`src/rtl/bfm_pkg.sv`:
```
// Shared constants and types for the bloom filter membership block.
package bfm_pkg;

  localparam int DEF_MAX_FILTER_BITS = 65536;
  localparam int BITS_PER_BYTE       = 8;
  localparam int CFG_W               = 17;
  localparam int HASH_W              = 32;
  localparam int LOAD_ADDR_W         = 13;
  localparam logic [CFG_W-1:0] FILTER_BITS_RESET = 17'd65536;

  typedef enum logic [1:0] {
    ACT_CHECK = 2'd0,
    ACT_ADD   = 2'd1,
    ACT_LOAD  = 2'd2,
    ACT_NONE  = 2'd3
  } act_t;

  typedef struct packed {
    logic             start;
    logic [HASH_W-1:0] dividend;
    logic [CFG_W-1:0] divisor;
  } mod_req_t;

endpackage

```
`src/rtl/bfm_mod.sv`:
```
// Restoring remainder unit: one quotient bit per cycle, 32 steps per word.
module bfm_mod import bfm_pkg::*; (
  input  logic             clk,
  input  logic             rst_n,
  input  mod_req_t         req,
  output logic             done,
  output logic [CFG_W-1:0] remainder
);

  localparam int CntW = $clog2(HASH_W + 1);

  logic              busy_r, busy_nxt;
  logic [CntW-1:0]   cnt_r, cnt_nxt;
  logic [HASH_W-1:0] quo_r, quo_nxt;
  logic [CFG_W-1:0]  rem_r, rem_nxt;
  logic [CFG_W-1:0]  div_r, div_nxt;
  logic [CFG_W:0]    trial;
  logic [CFG_W:0]    diff;

  assign trial = {rem_r, quo_r[HASH_W-1]};
  assign diff  = trial - {1'b0, div_r};

  always_comb begin
    busy_nxt = busy_r;
    cnt_nxt  = cnt_r;
    quo_nxt  = quo_r;
    rem_nxt  = rem_r;
    div_nxt  = div_r;
    if (req.start) begin
      busy_nxt = 1'b1;
      cnt_nxt  = CntW'(HASH_W);
      quo_nxt  = req.dividend;
      rem_nxt  = '0;
      div_nxt  = req.divisor;
    end else if (busy_r) begin
      if (cnt_r != '0) begin
        cnt_nxt = cnt_r - 1'b1;
        quo_nxt = {quo_r[HASH_W-2:0], 1'b0};
        // subtract when the shifted partial remainder reaches the divisor
        if (trial >= {1'b0, div_r}) begin
          rem_nxt = diff[CFG_W-1:0];
        end else begin
          rem_nxt = trial[CFG_W-1:0];
        end
      end else begin
        busy_nxt = 1'b0;
      end
    end
  end

  always_ff @(posedge clk) begin
    if (!rst_n) begin
      busy_r <= 1'b0;
      cnt_r  <= '0;
    end else begin
      busy_r <= busy_nxt;
      cnt_r  <= cnt_nxt;
    end
    quo_r <= quo_nxt;
    rem_r <= rem_nxt;
    div_r <= div_nxt;
  end

  assign done      = busy_r && (cnt_r == '0);
  assign remainder = rem_r;

endmodule

```
`config.mk`:
```
export PLATFORM = sky130hd
export DESIGN_NAME = bfm_mod
export DESIGN_NICKNAME = d
export VERILOG_FILES = /design/src/rtl/bfm_pkg.sv /design/src/rtl/bfm_mod.sv
export SDC_FILE = /design/constraint.sdc
export NUM_CORES = 1
export LEC_CHECK = 0
export BUFFER_PORTS_ARGS = -buffer_cell sky130_fd_sc_hd__buf_2
export CORE_AREA = 10 10 107 85
export DETAILED_ROUTE_END_ITERATION = 10
export DIE_AREA = 0 0 117 95
export GPL_ROUTABILITY_DRIVEN = 0
export PLACE_DENSITY = 0.79
export SYNTH_ARGS = -nofsm -noshare
export SYNTH_HDL_FRONTEND = slang
export SYNTH_SLANG_ARGS = --single-unit
```
`constraint.sdc`:
```
create_clock -name clk -period 2.9 [get_ports clk]
set_clock_uncertainty 0.05 [all_clocks]
set_input_delay 0.435 -clock clk [delete_from_list [all_inputs] [get_ports clk]]
set_output_delay 0.435 -clock clk [all_outputs]
set_load 0.05 [all_outputs]
```
======== Word level (Yosys, flattened, before mapping) ========
Cells that the tools add are included.
storage, ports and cells
  bits in latches ......................... 0
  register bits after elaboration ......... 73
  output and inout port bits .............. 18
  memories ................................ 0
  ROM bits ................................ 0
  input port bits ......................... 52
  RAM bits ................................ 0
operators by class
  bitwise gates (word level) .............. 1
  reductions and logical operators ........ 8
  div/mod/pow operators ................... 0
  multiply operators ...................... 0
  $lt $le $gt $ge ......................... 1
  add/subtract/negate cells ............... 2
  equal/unequal tests ..................... 0
  muxes and demuxes ....................... 10
  shift operators ......................... 0
operator list
  operator                                           number
  2-to-1 mux 32 bit                                  3
  greater-or-equal comparator 18 x 17 -> 1 bit       1
  2-to-1 mux 6 bit                                   3
  2-to-1 mux 17 bit                                  1
  subtractor 17 bit                                  1
  zero test 6 bit                                    1
  nonzero test 6 bit                                 1
  subtractor 6 x 1 -> 6 bit (second input constant)  1
  AND reduction 2 bit                                2
  nonzero test 2 bit                                 2
  2-to-1 mux 1 bit                                   3
  OR reduction 2 bit                                 1
  logical AND 1 bit                                  1
  NOT 1 bit                                          1

======== Longest topological paths before layout ========
Gate-level depths: netlist (run 1).
  depth after elaboration ................. 4
  depth in mapped cells ................... 12
  depth with buffers taken out ............ 11

======== Worst setup path before layout (run 1) ========
No wires, ideal clock.
  path kind ............................... flip-flop to flip-flop
  start ................................... register rem_r[3] (netlist: remainder[3])
  end ..................................... register rem_r[0] (netlist: remainder[0])
  path buffers ............................ 0
  data required time ...................... 2.764 ns
  path slack .............................. 0.164 ns
  clock period less this slack ............ 2.736 ns
  arrival time ............................ 2.600 ns
  library setup time ...................... 0.086 ns
  cell stages (with the launch flop) ...... 9
  cell sequence ........................... dfxtp_1 -> ha_1 -> a21o_2 -> a221oi_4 -> o211ai_2 -> o21ba_2 -> nor2_4 -> mux2_2 -> a211oi_1
between the ends
  longest elaborated chain between the ends .. 2
ends and longest elaborated chain
  what                                          line           text
  start, declared                               bfm_mod.sv:15  logic [CFG_W-1:0] rem_r, rem_nxt;
  start signal, assigned                        bfm_mod.sv:60  rem_r <= rem_nxt;
  greater-or-equal comparator 18 x 17 -> 1 bit  bfm_mod.sv:40  if (trial >= {1'b0, div_r}) begin
  2-to-1 mux 17 bit                             bfm_mod.sv:40
Every way passes these cells.
A chain may end at the register's enable or synchronous reset.

======== Worst setup path in the final report (run 1) ========
  start ................................... register quo_r[31]
  end ..................................... register rem_r[0] (netlist: remainder[0])
between the ends
  longest elaborated chain between the ends .. 2
ends and longest elaborated chain
  what                                                                                      line                          text
  start, declared                                                                           bfm_mod.sv:14                 logic [HASH_W-1:0] quo_r, quo_nxt;
  start signal, assigned                                                                    bfm_mod.sv:59                 quo_r <= quo_nxt;
  subtractor 17 bit / greater-or-equal comparator 18 x 17 -> 1 bit (equally long branches)  bfm_mod.sv:21, bfm_mod.sv:40
  2-to-1 mux 17 bit *                                                                       bfm_mod.sv:40
Every way passes the cells marked *; elsewhere a longest branch is shown, timed or not.

==> flow_summary.json, run 1 <==
{
  "start_util_pct": 54.5,
  "avgSynthCellArea_um2": 11.1,
  "synth_top_flop_cell": "edfxtp_1",
  "cap_violations": 0,
  "fp-row-count": 27,
  "yosysSeqAreaShare_pct": 50.5,
  "drt_iter0_drc": 228,
  "crit_path_max_incr_delay_ps": 360,
  "holdPathEnd": "div_r[11]",
  "cts.sinks": 73,
  "fp.dieArea_um2": 11100,
  "setup_ws_ps": 55.4,
  "crit_family": "compound AO/OA/AOI/OAI gates",
  "worstSetupPathType": "reg2reg",
  "core_area_um2": 7090,
  "cts_buffers": 9,
  "ys_warn_count": 0,
  "route.met3.wl_um": 741,
  "ff2ff_setup_slack_ps": 60,
  "dpl.cell_count": 500,
  "clk_latency_ps": 350,
  "dp_hpwl_um": 6480,
  "grt-ovfl-total": 0,
  "pin_count": 70,
  "crit_path_start_kind": "flip-flop",
  "drive_above_1_share_pct": 33.8,
  "min_period_ps": 2840,
  "wl_per_cell_um": 17.2,
  "fin_nets": 502,
  "power.total_mw": 2.70,
  "cts_tree": "yes",
  "synth_edf_count": 49,
  "h-tree-depth": 3,
  "rr_endpoint": "remainder[0]",
  "grt_max_degree": 39,
  "min_from": "req[11]",
  "portBuffers": 69,
  "end_kind": "flip-flop",
  "fp.dieH_um": 95,
  "grt_usage_pct": 16.0,
  "finalHoldViolCount": 0,
  "chipWidth_um": 117,
  "place_ws_ps": 63.0,
  "highest_layer": "met4",
  "finalWirelength_um": 9000,
  "drt-met1-wl_um": 3940,
  "syn-num-nets": 422,
  "grt_pass1_wl_um": 14100,
  "yosys.area.top_type_share_pct": 38.0,
  "diodes": 0,
  "hold_buffers": 0,
  "post-route-util_pct": 64.9,
  "yosysTopAreaCell": "edfxtp_1",
  "drt-pass1-iter-count": 6,
  "worst_ep_arrival_time_ps": 3070,
  "crit_slowest_cell": "edfxtp_1",
  "outcome": "finished clean",
  "hold_depth": 1,
  "power_density_nw_per_um2": 587,
  "setup_viol": 0,
  "avgViaCountPerCell": 5.76,
  "synthTopCellsByArea": "edfxtp_1 38%, dfxtp_1 12%, mux2_2 9.3%",
  "wl_met2_um": 4230,
  "slew_violations": 0,
  "fin_cells": 522,
  "root_buffer": "clkbuf_8",
  "worst_pin_slew_ps": 524,
  "reg2regPathDepth": 11,
  "clkTransAtPathRegs_ps": 80,
  "path_cells": "inv_1, ha_2, inv_1, fa_2, a21o_1, a221oi_4, o211ai_2, o21ba_4, nor2_4, mux2_2, a211oi_1",
  "leakagePower_nw": 1.93,
  "drtAntennaViolNets": 0,
  "vias": 3009,
  "path_buf_inv": 2,
  "syn_to_final_growth_pct": 19.0,
  "grt_pass1_vias": 2882,
  "antenna_found_initial": 0,
  "synth_cells": 350,
  "fmax_mhz": 352,
  "relSlewSlack_pct": 65.0,
  "cts_buffer_depth": 2,
  "crit_top_cell": "inv_1",
  "ys_types": 51,
  "async_reset_ff_share_pct": 0,
  "drc": 0,
  "syn_area_um2": 3870,
  "yosys_register_bits": 73,
  "cp_max_fo": 5,
  "worst-endpoint-required_ps": 3120,
  "period_share_pct": 98.1,
  "reg2reg_from": "quo_r[31]",
  "hp-class": "in2reg",
  "ir_drop_uv": 381
}
==> metrics by stage <==
step | setup TNS (ps) | hold slack [ps] | cell area, um2
final | 0 | 198 | 4600
after global routing | -69.4 | 177 | 4600
after CTS | 0 | 188 | 4530
after detailed placement | 0 | 449 | 4330
after global placement | 0 | 449 | 4330
after floorplan | 0 | 434 | 3870
==> registers in the layout, indices dropped and copies added, names as in the netlist <==
signal,cells
cnt_r,6
remainder,17
busy_r,1
div_r,17
quo_r,32
==> how the worst max path moves through the flow <==
stage	endpoint	cells after the start	slack, ps	startpoint
final	remainder[0]	11	60	quo_r[31]
after global routing	remainder[0]	11	-70	quo_r[31]
after CTS	remainder[0]	11	40	quo_r[31]
after detailed placement	remainder[0]	11	60	quo_r[31]
after global placement	remainder[0]	11	160	quo_r[31]
after floorplan	remainder[0]	8	160	remainder[3]
==> metal layers <==
layer	up-vias	GRT usage [%]
li1	1442	-
met1	1426	20.7
met2	127	25.0
met3	14	5.13
met4	0	4.83
met5	-	0
==> synth_stat cells (2+ instances only) <==
| cell type | instances |
|---|---|
| buf_1 | 2 |
| xor2_1 | 6 |
| o21ai_0 | 14 |
| and2_1 | 3 |
| and3_1 | 2 |
| nor2_1 | 26 |
| o21ba_2 | 2 |
| a211oi_1 | 3 |
| mux2_2 | 32 |
| and4_1 | 2 |
| a21o_1 | 6 |
| a31oi_1 | 5 |
| edfxtp_1 | 49 |
| o32ai_1 | 2 |
| and3_2 | 2 |
| dfxtp_1 | 24 |
| nand2_1 | 31 |
| a211o_1 | 2 |
| nor4_1 | 3 |
| nor3_1 | 3 |
| a31o_2 | 4 |
| nor4b_1 | 2 |
| a21oi_1 | 16 |
| inv_1 | 27 |
| or3_1 | 2 |
| ha_1 | 19 |
| o21a_1 | 2 |
| buf_2 | 3 |
| a21boi_0 | 3 |
| nand3_1 | 8 |
| a311oi_1 | 9 |
| clkbuf_1 | 7 |
| xnor2_1 | 11 |
==> what timing repair did <==
item,CTS,global route
resized for setup,0,6
setup endpoints to repair,0,11
setup buffers,0,6
==> layout by cell type (no fill, tap or decap), types with 3 or more instances in the layout <==
cell type,instances
inv_6,3
a211oi_1,3
a21boi_0,3
dfxtp_1,24
nand2_1,31
nor3_1,3
buf_2,69
a31oi_1,5
nor4_1,3
a31o_2,4
a21oi_1,16
a311oi_1,9
ha_1,18
and2_1,3
nor2_1,26
xnor2_1,11
xor2_1,6
buf_4,11
a21o_1,6
nand3_1,8
inv_1,27
edfxtp_1,49
o21ai_0,14
mux2_2,32
clkbuf_8,9
==> where the power goes <==
group / total [mW] / switching (mW) / internal (mW) / leakage (nW)
Sequential: 1.26 / 0.0455 / 1.22 / 0.680
Clock: 0.818 / 0.413 / 0.404 / 0.0966
Combinational: 0.621 / 0.366 / 0.254 / 1.16
Total: 2.70 / 0.825 / 1.88 / 1.93
==> layout make-up <==
cell class	count	area (um2)
clock inverters	7	76.3
multi-input cells	236	1780
clock buffers	9	124
inverters	28	105
flip-flops and latches	73	1950
well taps	87	109
fillers	558	2490
repair buffers	82	459
==> kinds of logic (layout without fill, tap and decap cells) <==
group	Yosys count	in the layout	share of synthesized area (%)
adder cells (fa/ha/maj)	20	20	6.66
multiplexers	32	32	9.31
buffers and inverters	41	126	4.27
XOR/XNOR	17	17	3.85
AND/OR/NAND/NOR	89	89	10.8
flip-flops	73	73	50.5
AO/OA/AOI/OAI	78	78	14.6
(Power assumes the default switching activity.)
==> inputs of run 2 (changes only) <==
--- a/config.mk
+++ b/config.mk
@@ -5,10 +5,11 @@
 export SDC_FILE = /design/constraint.sdc
 export NUM_CORES = 1
 export LEC_CHECK = 0
+export ABC_AREA = 1
 export BUFFER_PORTS_ARGS = -buffer_cell sky130_fd_sc_hd__buf_2
-export CORE_AREA = 10 10 107 85
+export CORE_AREA = 10 10 112 89
 export DETAILED_ROUTE_END_ITERATION = 10
-export DIE_AREA = 0 0 117 95
+export DIE_AREA = 0 0 122 99
 export GPL_ROUTABILITY_DRIVEN = 0
 export PLACE_DENSITY = 0.79
 export SYNTH_ARGS = -nofsm -noshare
==> run 2 against run 1 <==
  * Die area rose by 8.7%
  * Total power shrank 17%
  * Count of clock-buffer cells in the layout up 3
  * Sequential power fell by 3%
  * Critical endpoint is now remainder[4]
==> flow_summary.json, run 2 <==
{
  "worst-endpoint-required_ps": 3140,
  "period_share_pct": 76.7,
  "fmax_mhz": 450,
  "chipWidth_um": 122,
  "diodes": 0,
  "fp.dieArea_um2": 12100,
  "cts_buffer_depth": 2,
  "core_area_um2": 7740,
  "hold_buffers": 0,
  "pin_count": 70,
  "wl_per_cell_um": 13.7,
  "hp-class": "in2reg",
  "ys_warn_count": 0,
  "outcome": "finished clean",
  "yosysMostFrequentCell": "nand2_1",
  "worstSetupPathType": "reg2reg",
  "yosysTopAreaCell": "edfxtp_1",
  "rsz0062_at_grt": "no",
  "async_reset_ff_share_pct": 0,
  "power.total_mw": 2.26,
  "portBuffers": 69,
  "final_cell_mix": "221 x nand2_1, 84 x inv_1, 69 x buf_2",
  "cap_violations": 0,
  "setup_tns_ps": 0,
  "relSlewSlack_pct": 37.6,
  "yosys.area.top_type_share_pct": 34.3,
  "hold_slack_ps": 196,
  "synth_edf_count": 49,
  "synthTopCellsByCount": "221 x nand2_1, 84 x inv_1, 49 x edfxtp_1",
  "ys_types": 37,
  "synth_cells": 553,
  "cts.sinks": 73,
  "largest_register_ffs": 32,
  "grt_pass1_wl_um": 16600,
  "grt_max_degree": 40,
  "h-tree-depth": 3,
  "setup.worst_path.start": "quo_r[31]",
  "start_util_pct": 55.5,
  "ir_drop_uv": 272,
  "ctsResizeCount": 0,
  "syn_area_um2": 4290,
  "drt-pass1-iter-count": 5,
  "finalHoldViolCount": 0,
  "crit_path_start_kind": "flip-flop",
  "setup_ws_ps": 676,
  "synth_top_flop_cell": "edfxtp_1",
  "rr_endpoint": "remainder[4]",
  "drive_above_1_share_pct": 18.8,
  "cts_buffers": 9,
  "worst_pin_slew_ps": 934,
  "grt_usage_pct": 17.0,
  "vias": 3710,
  "crit_end": "remainder[4]",
  "post-route-util_pct": 63.3,
  "root_buffer": "clkbuf_8",
  "clk_latency_ps": 360,
  "syn_to_final_growth_pct": 14.1,
  "yosys_register_bits": 73,
  "syn-num-nets": 625,
  "min_period_ps": 2220,
  "post_cts_buffers": 0,
  "avgViaCountPerCell": 5.05,
  "grt_pass1_vias": 3458,
  "fin_nets": 696,
  "power_density_nw_per_um2": 461,
  "antenna_found_initial": 0,
  "leakagePower_nw": 2.56,
  "reg2regPathDepth": 11,
  "dp_hpwl_um": 7530,
  "fp-row-count": 28,
  "setup_viol": 0,
  "finalWirelength_um": 10000,
  "place_ws_ps": 719,
  "worst_ep_arrival_time_ps": 2470,
  "mostFrequentLayoutCell": "nand2_1",
  "drt_iter0_drc": 324,
  "fp.dieH_um": 99,
  "grt-ovfl-total": 0,
  "cts_tree": "yes",
  "reg2reg_from": "quo_r[31]",
  "end_kind": "flip-flop",
  "synthTopCellsByArea": "edfxtp_1 34%, nand2_1 19%, dfxtp_1 11%",
  "ff2ff_setup_slack_ps": 680,
  "drtAntennaViolNets": 0,
  "avgSynthCellArea_um2": 7.77,
  "clkTransAtPathRegs_ps": 80,
  "cp_max_fo": 19,
  "yosysSeqAreaShare_pct": 45.5,
  "top_register": "quo_r",
  "slew_violations": 0,
  "drc": 0
}
-- run 2: kinds of logic (layout without fill, tap and decap cells) --
family,after synthesis,after routing,synth area share (%)
AO/OA/AOI/OAI,23,23,3.03
flip-flops,73,73,45.5
buffers and inverters,97,173,9.24
XOR/XNOR,7,7,1.43
adder cells (fa/ha/maj),20,20,6.00
AND/OR/NAND/NOR,333,333,34.8
-- run 2: cell type report --
cell class | instances | area (um2)
Fill cell | 681 | 2840
Sequential cell | 73 | 1950
Multi-Input combinational cell | 383 | 1950
Timing Repair Buffer | 72 | 368
Inverter | 85 | 319
Clock buffer | 12 | 155
Tap cell | 105 | 131
Clock inverter | 4 | 28.8
-- run 2: layer usage --
layer  track usage (%)  vias up  part of all wire [%]
met5                 0        -                     0
met4              3.93        0                   1.1
met3              7.35       13                   9.6
met2              24.9      145                    42
met1              22.5     1665                    47
li1                  -     1887                     -
-- run 2: report_power, final --
group	switching [mW]	internal, mW	leakage [nW]	total [mW]
clock network	0.387	0.357	0.0886	0.744
registers	0.0223	1.20	0.683	1.22
logic	0.191	0.104	1.79	0.295
total	0.600	1.66	2.56	2.26
-- run 2: critical path, stage by stage (launching register included) --
cell	delay, ps
edfxtp_1	360
inv_1	80
ha_1	150
inv_1	80
fa_1	450
nand3_1	160
nand3_2	120
nand2_4	220
nand2_8	180
nand2_1	120
nand2_1	50
o21ai_0	130
-- run 2: per-stage QoR --
stage | instance area [um2] | cells
after floorplan | 4290 | 553
after global placement | 4720 | 718
after detailed placement | 4720 | 718
after CTS | 4900 | 734
after global routing | 4900 | 734
final | 4900 | 734
-- run 2: how the worst min path moves through the flow --
stage          startpoint   endpoint  slack, ps  cells past startpoint
2_1_floorplan    cnt_r[0]   cnt_r[0]        400                      2
3_3_place_gp     cnt_r[0]   cnt_r[0]        410                      2
3_5_place_dp     cnt_r[0]   cnt_r[0]        410                      2
4_1_cts            req[6]   div_r[6]        190                      1
5_1_grt           req[10]  div_r[10]        180                      1
6_report          req[10]  div_r[10]        200                      1
